`config.mk`:
```
export PLATFORM = sky130hd
export DESIGN_NAME = hsv_to_rgb_pixel
export DESIGN_NICKNAME = d
export VERILOG_FILES = /design/src/design/hsvrgb_pkg.sv /design/src/design/hsv_to_rgb_pixel.sv
export SDC_FILE = /design/constraint.sdc
export NUM_CORES = 2
export LEC_CHECK = 0
export ABC_CLOCK_PERIOD_IN_PS = 14900
export BUFFER_PORTS_ARGS = -buffer_cell sky130_fd_sc_hd__buf_2
export CAP_MARGIN = 20
export CORE_MARGIN = 4
export CORE_UTILIZATION = 55
export CTS_BUF_LIST = sky130_fd_sc_hd__clkbuf_16
export DETAILED_ROUTE_END_ITERATION = 7
export GPL_TIMING_DRIVEN = 1
export PLACE_DENSITY = 0.68
export SLEW_MARGIN = 10
export SYNTH_ARGS = -nofsm -noshare
export SYNTH_HDL_FRONTEND = slang
export SYNTH_SLANG_ARGS = --single-unit
```
`constraint.sdc`:
```
create_clock -name clock -period 14.9 [get_ports clock]
set_input_delay 0 -clock clock [delete_from_list [all_inputs] [get_ports clock]]
set_output_delay 0 -clock clock [all_outputs]
set_load 0.05 [all_outputs]
```
`src/design/hsvrgb_pkg.sv`:
```
// Shared constants for the HSV to RGB pixel converter.
// Fixed-point formats, sector codes and reciprocal constants; no dependencies.
package hsvrgb_pkg;

   // Field widths of the transaction payload
   localparam int HUE_BITS     = 16;
   localparam int UNIT_BITS    = 9;
   localparam int CHANNEL_BITS = 8;

   // Hue fraction bits per degree and one 60-degree sector in hue units
   localparam int HUE_FRAC_BITS = 7;
   localparam int SECTOR        = 60 << HUE_FRAC_BITS;
   localparam int SECTOR_BITS   = $clog2(SECTOR);
   // Largest whole number of sectors a hue code can span
   localparam int WRAP_MAX      = ((1 << HUE_BITS) - 1) / SECTOR;
   localparam int WRAP_BITS     = $clog2(WRAP_MAX + 1);

   // Saturation and brightness: UNIT_ONE means 1.0
   localparam int UNIT_ONE = 256;

   // Internal terms carry 16 fraction bits; 1.0 needs one more bit
   localparam int F_BITS = 16;
   localparam int F_ONE  = 1 << F_BITS;
   localparam int T_BITS = F_BITS + 1;

   // f = (rem << 16) / SECTOR = (rem << REM_SHIFT) / DIV_ODD, done as a
   // multiply by a rounded-up reciprocal; exact while x * RECIP_ERR < 2^RECIP_SHIFT
   localparam int REM_SHIFT   = F_BITS - HUE_FRAC_BITS - 2;
   localparam int DIV_ODD     = 15;
   localparam int X_BITS      = SECTOR_BITS + REM_SHIFT;
   localparam int RECIP_SHIFT = 24;
   localparam int RECIP_M     = ((1 << RECIP_SHIFT) + DIV_ODD - 1) / DIV_ODD;
   localparam int RECIP_BITS  = $clog2(RECIP_M + 1);
   localparam int PROD_BITS   = X_BITS + RECIP_BITS;

   localparam int CH_MAX = (1 << CHANNEL_BITS) - 1;

   // Hue sector codes
   typedef enum logic [2:0] {
      SEC_RED_GREEN  = 3'd0,
      SEC_GREEN_RED  = 3'd1,
      SEC_GREEN_BLUE = 3'd2,
      SEC_BLUE_GREEN = 3'd3,
      SEC_BLUE_RED   = 3'd4,
      SEC_RED_BLUE   = 3'd5
   } sector_type;

   localparam int NUM_SECTORS = 6;

endpackage

```
`src/design/hsv_to_rgb_pixel.sv`:
```
// Throughput: one pixel per cycle; a stall on a held rsp_ result freezes all five stages.
// Stages: sector split, reciprocal multiply, f*s products, v*(1-x) products,
// sector mux and channel scaling.
// Reset (synchronous, active high) clears every stage valid bit; data
// registers are not reset.
module hsv_to_rgb_pixel
   import hsvrgb_pkg::*;
(
   input  logic                    clock,
   input  logic                    reset,
   input  logic                    req_valid,
   output logic                    req_stall,
   input  logic [HUE_BITS-1:0]     req_hue,
   input  logic [UNIT_BITS-1:0]    req_saturation,
   input  logic [UNIT_BITS-1:0]    req_brightness,
   output logic                    rsp_valid,
   input  logic                    rsp_stall,
   output logic [CHANNEL_BITS-1:0] rsp_red,
   output logic [CHANNEL_BITS-1:0] rsp_green,
   output logic [CHANNEL_BITS-1:0] rsp_blue
);

   // Pipeline advances whenever the output register is free or being taken
   logic rsp_valid_ff;
   logic adv;
   assign adv       = !rsp_valid_ff || !rsp_stall;
   assign req_stall = !adv;

   // ---------------- Stage 1: clip units, split hue into sector and remainder
   logic                    v1_ff;
   sector_type              sec1_ff, sec1_in;
   logic [SECTOR_BITS-1:0]  rem1_ff, rem1_in;
   logic [UNIT_BITS-1:0]    s1_ff, s1_in, b1_ff, b1_in;
   logic [WRAP_BITS-1:0]    wraps;
   logic [HUE_BITS-1:0]     base;

   always_comb begin
      wraps = '0;
      for (int k = 1; k <= WRAP_MAX; k++) begin
         if (req_hue >= HUE_BITS'(k * SECTOR)) begin
            wraps = WRAP_BITS'(k);
         end
      end
      base    = HUE_BITS'(int'(wraps) * SECTOR);
      rem1_in = SECTOR_BITS'(req_hue - base);
      // Hue at or beyond 360 degrees wraps around the six sectors
      if (wraps >= WRAP_BITS'(NUM_SECTORS)) begin
         sec1_in = sector_type'(3'(wraps - WRAP_BITS'(NUM_SECTORS)));
      end else begin
         sec1_in = sector_type'(3'(wraps));
      end
      s1_in = (req_saturation > UNIT_BITS'(UNIT_ONE)) ? UNIT_BITS'(UNIT_ONE) : req_saturation;
      b1_in = (req_brightness > UNIT_BITS'(UNIT_ONE)) ? UNIT_BITS'(UNIT_ONE) : req_brightness;
   end

   // ---------------- Stage 2: f from remainder, p = v*(1-s)
   logic                    v2_ff;
   sector_type              sec2_ff;
   logic [F_BITS-1:0]       f2_ff, f2_in;
   logic [T_BITS-1:0]       p2_ff, p2_in;
   logic [UNIT_BITS-1:0]    s2_ff, b2_ff;
   logic [X_BITS-1:0]       rem_x;
   logic [PROD_BITS-1:0]    recip_prod;
   logic [2*UNIT_BITS-1:0]  p_prod;

   always_comb begin
      rem_x      = {rem1_ff, REM_SHIFT'(0)};
      recip_prod = PROD_BITS'(rem_x) * PROD_BITS'(RECIP_M);
      f2_in      = F_BITS'(recip_prod >> RECIP_SHIFT);
      p_prod     = (2*UNIT_BITS)'(b1_ff) * (2*UNIT_BITS)'(UNIT_BITS'(UNIT_ONE) - s1_ff);
      p2_in      = T_BITS'(p_prod);
   end

   // ---------------- Stage 3: f*s and (1-f)*s, 16 fraction bits
   localparam int FS_BITS = T_BITS + UNIT_BITS;
   logic                    v3_ff;
   sector_type              sec3_ff;
   logic [T_BITS-1:0]       fs3_ff, fs3_in, gs3_ff, gs3_in, p3_ff;
   logic [UNIT_BITS-1:0]    b3_ff, s3_ff;
   logic [T_BITS-1:0]       one_minus_f;
   logic [FS_BITS-1:0]      fs_prod, gs_prod;

   always_comb begin
      one_minus_f = T_BITS'(F_ONE) - T_BITS'(f2_ff);
      fs_prod     = FS_BITS'(f2_ff) * FS_BITS'(s2_ff);
      gs_prod     = FS_BITS'(one_minus_f) * FS_BITS'(s2_ff);
      fs3_in      = T_BITS'(fs_prod >> (UNIT_BITS - 1));
      gs3_in      = T_BITS'(gs_prod >> (UNIT_BITS - 1));
   end

   // ---------------- Stage 4: q = v*(1-f*s), t = v*(1-(1-f)*s)
   logic                    v4_ff;
   sector_type              sec4_ff;
   logic [T_BITS-1:0]       q4_ff, q4_in, t4_ff, t4_in, p4_ff;
   logic [UNIT_BITS-1:0]    b4_ff;
   logic [FS_BITS-1:0]      q_prod, t_prod;

   always_comb begin
      q_prod = FS_BITS'(b3_ff) * FS_BITS'(T_BITS'(F_ONE) - fs3_ff);
      t_prod = FS_BITS'(b3_ff) * FS_BITS'(T_BITS'(F_ONE) - gs3_ff);
      q4_in  = T_BITS'(q_prod >> (UNIT_BITS - 1));
      t4_in  = T_BITS'(t_prod >> (UNIT_BITS - 1));
   end

   // ---------------- Stage 5: sector mux and channel scaling
   logic [CHANNEL_BITS-1:0] red_ff, red_in, green_ff, green_in, blue_ff, blue_in;
   logic [T_BITS-1:0]       v_term, r_term, g_term, b_term;

   function automatic logic [CHANNEL_BITS-1:0] to_channel(input logic [T_BITS-1:0] x);
      logic [T_BITS+CHANNEL_BITS-1:0] scaled;
      logic [T_BITS+CHANNEL_BITS-1:0] c;
      scaled = (T_BITS+CHANNEL_BITS)'(x) * (T_BITS+CHANNEL_BITS)'(CH_MAX);
      c      = scaled >> F_BITS;
      if (c > (T_BITS+CHANNEL_BITS)'(CH_MAX)) begin
         c = (T_BITS+CHANNEL_BITS)'(CH_MAX);
      end
      return CHANNEL_BITS'(c);
   endfunction

   always_comb begin
      v_term = {b4_ff, (T_BITS-UNIT_BITS)'(0)};
      case (sec4_ff)
         SEC_RED_GREEN: begin
            r_term = v_term; g_term = t4_ff;  b_term = p4_ff;
         end
         SEC_GREEN_RED: begin
            r_term = q4_ff;  g_term = v_term; b_term = p4_ff;
         end
         SEC_GREEN_BLUE: begin
            r_term = p4_ff;  g_term = v_term; b_term = t4_ff;
         end
         SEC_BLUE_GREEN: begin
            r_term = p4_ff;  g_term = q4_ff;  b_term = v_term;
         end
         SEC_BLUE_RED: begin
            r_term = t4_ff;  g_term = p4_ff;  b_term = v_term;
         end
         default: begin
            r_term = v_term; g_term = p4_ff;  b_term = q4_ff;
         end
      endcase
      red_in   = to_channel(r_term);
      green_in = to_channel(g_term);
      blue_in  = to_channel(b_term);
   end

   // Valid bits travel with the data and hold while stalled
   always_ff @(posedge clock) begin
      if (reset) begin
         v1_ff        <= 1'b0;
         v2_ff        <= 1'b0;
         v3_ff        <= 1'b0;
         v4_ff        <= 1'b0;
         rsp_valid_ff <= 1'b0;
      end else if (adv) begin
         v1_ff        <= req_valid;
         v2_ff        <= v1_ff;
         v3_ff        <= v2_ff;
         v4_ff        <= v3_ff;
         rsp_valid_ff <= v4_ff;
      end
   end

   // Advance the data registers
   always_ff @(posedge clock) begin
      if (adv) begin
         sec1_ff  <= sec1_in;
         rem1_ff  <= rem1_in;
         s1_ff    <= s1_in;
         b1_ff    <= b1_in;

         sec2_ff  <= sec1_ff;
         f2_ff    <= f2_in;
         p2_ff    <= p2_in;
         s2_ff    <= s1_ff;
         b2_ff    <= b1_ff;

         sec3_ff  <= sec2_ff;
         fs3_ff   <= fs3_in;
         gs3_ff   <= gs3_in;
         p3_ff    <= p2_ff;
         s3_ff    <= s2_ff;
         b3_ff    <= b2_ff;

         sec4_ff  <= sec3_ff;
         q4_ff    <= q4_in;
         t4_ff    <= t4_in;
         p4_ff    <= p3_ff;
         b4_ff    <= b3_ff;

         red_ff   <= red_in;
         green_ff <= green_in;
         blue_ff  <= blue_in;
      end
   end

   assign rsp_valid = rsp_valid_ff;
   assign rsp_red   = red_ff;
   assign rsp_green = green_ff;
   assign rsp_blue  = blue_ff;

   // Remainder after the sector split stays inside one sector
   a_rem_range: assert property (@(posedge clock) disable iff (reset)
      v1_ff |-> (rem1_ff < SECTOR_BITS'(SECTOR)))
      else $error("hue remainder outside one sector");

   // f*s and (1-f)*s must add up to s within one LSB
   a_fs_sum: assert property (@(posedge clock) disable iff (reset)
      v3_ff |-> (((T_BITS+1)'(fs3_ff) + (T_BITS+1)'(gs3_ff)
                  <= (T_BITS+1)'({s3_ff, (T_BITS-UNIT_BITS)'(0)})) &&
                 ((T_BITS+1)'(fs3_ff) + (T_BITS+1)'(gs3_ff) + (T_BITS+1)'(1)
                  >= (T_BITS+1)'({s3_ff, (T_BITS-UNIT_BITS)'(0)}))))
      else $error("f*s and (1-f)*s do not sum to s");

   // p never exceeds q or t, and q, t never exceed v
   a_term_order: assert property (@(posedge clock) disable iff (reset)
      v4_ff |-> (p4_ff <= q4_ff) && (p4_ff <= t4_ff) &&
                (q4_ff <= {b4_ff, (T_BITS-UNIT_BITS)'(0)}) &&
                (t4_ff <= {b4_ff, (T_BITS-UNIT_BITS)'(0)}))
      else $error("HSV terms out of order");

   // An empty last stage drains the output once it is taken
   a_drain: assert property (@(posedge clock) disable iff (reset)
      (rsp_valid && !rsp_stall && !v4_ff) |=> !rsp_valid)
      else $error("output valid without a transaction behind it");

endmodule

```
== After elaboration in Yosys (flattened, before gate mapping) ==
Cells that the tools add are included.

* Multiplexer cells: 12
* $mul: 10
* Reduce and logical (&&, ||, !) cells: 9
* $add $sub $neg: 6
* Equality and inequality tests: 4
* Order comparisons: 14

{| class="wikitable"
|+ Operators with widths
! cell !! count
|-
| case mux 17 bit (3 select lines) || 3
|-
| multiplier 17 x 8 -> 25 bit (second input constant) || 3
|-
| >= comparator 16 bit (second input constant) || 4
|-
| multiplier 10 x 18 -> 25 bit || 2
|-
| subtractor 17 x 17 -> 18 bit (first input constant) || 2
|-
| >= comparator 16 x 15 -> 1 bit (second input constant) || 2
|-
| multiplier 13 x 20 -> 32 bit (second input constant) || 1
|-
| > comparator 9 x 8 -> 1 bit (second input constant) || 3
|-
| multiplier 16 x 9 -> 25 bit || 1
|-
| multiplier 17 x 9 -> 25 bit || 1
|-
| > comparator 9 bit (second input constant) || 2
|-
| multiplier 10 x 10 -> 17 bit || 1
|-
| subtractor 17 x 16 -> 17 bit (first input constant) || 1
|-
| >= comparator 16 x 13 -> 1 bit (second input constant) || 1
|-
| >= comparator 16 x 14 -> 1 bit (second input constant) || 1
|-
| 2-to-1 mux 3 bit || 5
|-
| subtractor 13 bit || 1
|-
| subtractor 9 x 9 -> 10 bit (first input constant) || 1
|-
| OR reduction 2 bit || 4
|-
| == test 3 x 2 -> 1 bit (second input constant) || 2
|-
| >= comparator 4 x 3 -> 1 bit (second input constant) || 1
|-
| multiplier 4 x 1 -> 4 bit (second input constant) || 1
|-
| 2-to-1 mux 2 bit || 2
|-
| 2-to-1 mux 4 bit || 1
|-
| 7 further kinds || 9
|}

* Bits in registers: 243
* Output and inout bits: 26
* Input port bits: 38
* Logic and storage cells: 82

== Logic depth before layout (Yosys ltp) ==
* Depth in word-level cells: 11
* Depth in mapped cells: 28

== Least setup slack after synthesis ==
No wires, ideal clock.

* Kind: flip-flop to flip-flop
* From: register rsp_valid_ff (netlist: rsp_valid)
* To: register v1_ff
* Path buffers: 0
* Required time: 14.757 ns
* Slack: 6.583 ns
* Arrival time: 8.175 ns
* Cell stages (with the launch flop): 5
* Path through: dfxtp_1 > nand2_1 > inv_1 > nand2_1 > a21oi_1

* Longest elaborated chain between the ends: 2

{| class="wikitable"
|+ RTL lines
! element !! RTL line !! source
|-
| start: declaration || hsv_to_rgb_pixel.sv:24 || <nowiki>logic rsp_valid_ff;</nowiki>
|-
| start signal: assignment || hsv_to_rgb_pixel.sv:160 || <nowiki>rsp_valid_ff <= v4_ff;</nowiki>
|-
| logical NOT 1 bit || hsv_to_rgb_pixel.sv:26 || <nowiki>assign adv = !rsp_valid_ff || !rsp_stall;</nowiki>
|-
| logical OR 1 bit || hsv_to_rgb_pixel.sv:26 ||
|-
| end signal: assignment || hsv_to_rgb_pixel.sv:156 || <nowiki>v1_ff <= req_valid;</nowiki>
|-
| end: declaration || hsv_to_rgb_pixel.sv:30 || <nowiki>logic v1_ff;</nowiki>
|}

Every way passes these cells.
A chain may end at the register's enable or synchronous reset.

== Worst setup path in the final report ==
* From: register gs3_ff[0]
* To: register t4_ff[16], data pin

* Longest elaborated chain between the ends: 2

{| class="wikitable"
|+ RTL lines
! element !! RTL line !! source
|-
| start: declaration || hsv_to_rgb_pixel.sv:78 || <nowiki>logic [T_BITS-1:0] fs3_ff, fs3_in, gs3_ff, gs3_in, p3_ff;</nowiki>
|-
| start signal: assignment || hsv_to_rgb_pixel.sv:180 || <nowiki>gs3_ff <= gs3_in;</nowiki>
|-
| subtractor 17 x 17 -> 18 bit || hsv_to_rgb_pixel.sv:100 || <nowiki>t_prod = FS_BITS'(b3_ff) * FS_BITS'(T_BITS'(F_ONE) - gs3_ff);</nowiki>
|-
| multiplier 10 x 18 -> 25 bit || hsv_to_rgb_pixel.sv:100 ||
|-
| net t_prod[24] || hsv_to_rgb_pixel.sv:96 || <nowiki>logic [FS_BITS-1:0] q_prod, t_prod;</nowiki>
|-
| end signal: assignment || hsv_to_rgb_pixel.sv:187 || <nowiki>t4_ff <= t4_in;</nowiki>
|-
| end: declaration || hsv_to_rgb_pixel.sv:94 || <nowiki>logic [T_BITS-1:0] q4_ff, q4_in, t4_ff, t4_in, p4_ff;</nowiki>
|}

The timed path passes the listed nets, and every way through them passes these cells.

==> qor.yml <==
clock_network:
  ctsResizeCount: 0
  tritoncts: "done"
  root_buffer: "clkbuf_16"
  numCtsBuffers: 31
  postCtsSetupBuffers: 0
  cts_buffer_depth: 3
  clk_pin_slew_ns: 0.06
  clock_latency_ns: 0.60
  hold_buffers: 46
  htree_levels: 1
  clock-sinks: 243
yosys:
  syn_avg_cell_area_um2: 9.98
  yosysTopAreaCell: "fa_1"
  yosysWarnings: 0
  synth_area_mm2: 0.0415
  ys_ff_latch: 243
  synth_fp_nets: 5363
  synth_common_cells: "inv_1 (855), fa_1 (714), ha_1 (454)"
  synth-seq-area-share_pct: 17.5
  async_flop_share_pct: 0
  synth_cell_types: 79
  syn_inst: 4157
  yosysMostFrequentCell: "inv_1"
  synth_top_area_share_pct: 34.4
  synth_edf_count: 238
  synth_flop_cell: "edfxtp_1"
  ys_top_cells_by_area: "fa_1 (34%), edfxtp_1 (17%), ha_1 (14%)"
floorplanning:
  core-area_mm2: 0.0746
  die_y_um: 283
  ios: 64
  start_util_pct: 55.7
  die_x_um: 283
  rows: 100
  die-area_mm2: 0.0799
worst_hold_path:
  worstHoldPathType: "input pin to flop"
  hp-start: "req_hue[13]"
  min_path_cells: 4
  min_to: "sec1_ff[1]"
global_route:
  top_usage_layer: "met2"
  grt_pass1_vias: 29100
  grt_pass1_wl_um: 151000
  antenna_found_initial: 2
  grt_overflow: 0
  gr-usage-met1_pct: 32.7
  grt_max_degree: 88
  grt_use_met2_pct: 40.8
  gr-usage-met3_pct: 2.10
  grt_usage_pct: 23.5
cells_and_area:
  fillers: 6398
  stdcell_area_mm2: 0.0443
  fin_cells: 5207
  diodes: 0
  area.growth.synth_to_final_pct: 6.77
  drive_gt1_share_pct: 4.91
  nNetsFinal: 5419
sta:
  worst_slew_pin_slew_ns: 1.16
  final-hold-violation-count: 0
  min_period_ns: 7.42
  finalMaxSlewViolations: 0
  relSlewSlack_pct: 23.0
  setup-tns-final_ns: 0
  fmax_ghz: 0.135
  worst_clock_skew_ns: 0.0293
  rsz0062_at_grt: "false"
  fin_hold_ws_ns: 0.0515
  post-route-period-util_pct: 49.8
  setup_viol: 0
placement:
  place_inst: 5103
  place_area_mm2: 0.0428
  routabilityCongestion: 0.909
  dpl.hpwl_um: 72700
  portBuffers: 63
drt:
  postRouteWirelength_um: 89600
  routed-via-count: 27800
  drtAntennaViolNets: 0
  viasPerCell: 5.34
  drt_iter0_drc: 1403
  drt-pass1-iter-count: 7
  wire_per_inst_um: 17.2
  drc_errors: 0
worst_setup_path:
  r2r_cells: 26
  required_ns: 15.23
  timing.rr.end: "t4_ff[16]"
  worstPathMaxFanout: 10
  r2r_slack_ns: 7.48
  criticalPathCategory: "flop to flop"
  timing.rr.start: "gs3_ff[0]"
  cp-start-kind: "flop"
  crit_arrival_ns: 7.75
  endpoint_kind: "flop"
run_status:
  outcome: "finished, final reports clean"
flow_run:
  drv_cap: 0
[flip-flops by register name, summed over array words and instances, names as in the netlist, 13 cells and up]
name / flops
f2_ff: 16
p3_ff: 17
gs3_ff: 17
fs3_ff: 17
rem1_ff: 13
p2_ff: 17
p4_ff: 17
t4_ff: 17
q4_ff: 17
[per-stage QoR]
step           util, %  worst slack [ns]
2_1_floorplan        -              6.58
3_3_place_gp      57.4              7.60
3_5_place_dp      57.4              7.51
4_1_cts           59.4              7.47
5_1_grt           59.4              6.90
6_report          59.4              7.48
[cell usage in the layout, fill, tap and decap left out, types with 11 or more instances in the layout]
cell type	count
xnor2_1	147
inv_1	859
xor2_1	64
nand2b_1	14
o21a_1	26
a211oi_1	18
or3_1	11
buf_2	63
mux2i_1	36
nand3_1	35
a22oi_1	28
edfxtp_1	238
ha_1	454
a21o_1	49
a21oi_1	111
nor2b_1	41
nor3_1	38
o21bai_1	15
mux2_2	12
buf_4	33
and3_1	15
fa_1	714
nor2_1	122
or2_2	18
dlygate4sd3_1	46
and2_1	333
o21ai_0	57
clkbuf_16	31
nand2_1	435
[logic make-up after synthesis]
logic type | synth area share (%)
xor gates and xnor gates | 4.57
buffers and inverters | 8.83
and+or+nand+nor | 13.3
DFF | 17.5
AOI/OAI and AO/OA | 6.46
muxes | 1.19
adders and majority gates | 48.2
[critical path, cell delays in order, from the launching register on]
cell,delay (ns)
edfxtp_1,0.51
inv_1,0.12
ha_1,0.19
nand2_1,0.08
or2_1,0.22
or3_1,0.43
nor4_1,0.26
xnor2_1,0.39
nand2_1,0.17
fa_1,0.53
inv_1,0.05
fa_1,0.50
inv_1,0.05
fa_1,0.53
inv_1,0.05
fa_1,0.49
fa_1,0.41
ha_1,0.35
a21o_1,0.19
a21o_1,0.18
a21oi_1,0.18
o311a_1,0.24
nor3_1,0.08
a2111oi_2,0.48
a21oi_1,0.17
a21oi_1,0.20
xnor2_1,0.08
[worst max-delay path by stage]
stage                     end  slack (ns)       from
floorplan               v1_ff        6.58  rsp_valid
finish              t4_ff[16]        7.48  gs3_ff[0]
CTS                 t4_ff[16]        7.47  gs3_ff[0]
global route        t4_ff[16]        6.90  gs3_ff[0]
detailed placement  t4_ff[16]        7.51  gs3_ff[0]
global placement    t4_ff[16]        7.60  gs3_ff[0]
[layout make-up]
class,count,area (um2),area share (%)
clock buffers,31,776,1.75
repair buffers,142,1020,2.31
well taps,969,1210,2.74
inverters,856,3210,7.25
multi-input cells,2939,30600,69.0
flip-flops and latches,243,7250,16.4
clock inverters,27,244,0.551
[metal layers]
metal / part of all wire [%] / vias up
met5: 0 / -
met4: 2.2 / 0
met3: 3.8 / 130
met2: 49 / 590
met1: 45 / 13900
li1: - / 13200
Power is not shown: default switching activity piles up to over one toggle a cycle in this logic, so the estimate is an artifact.
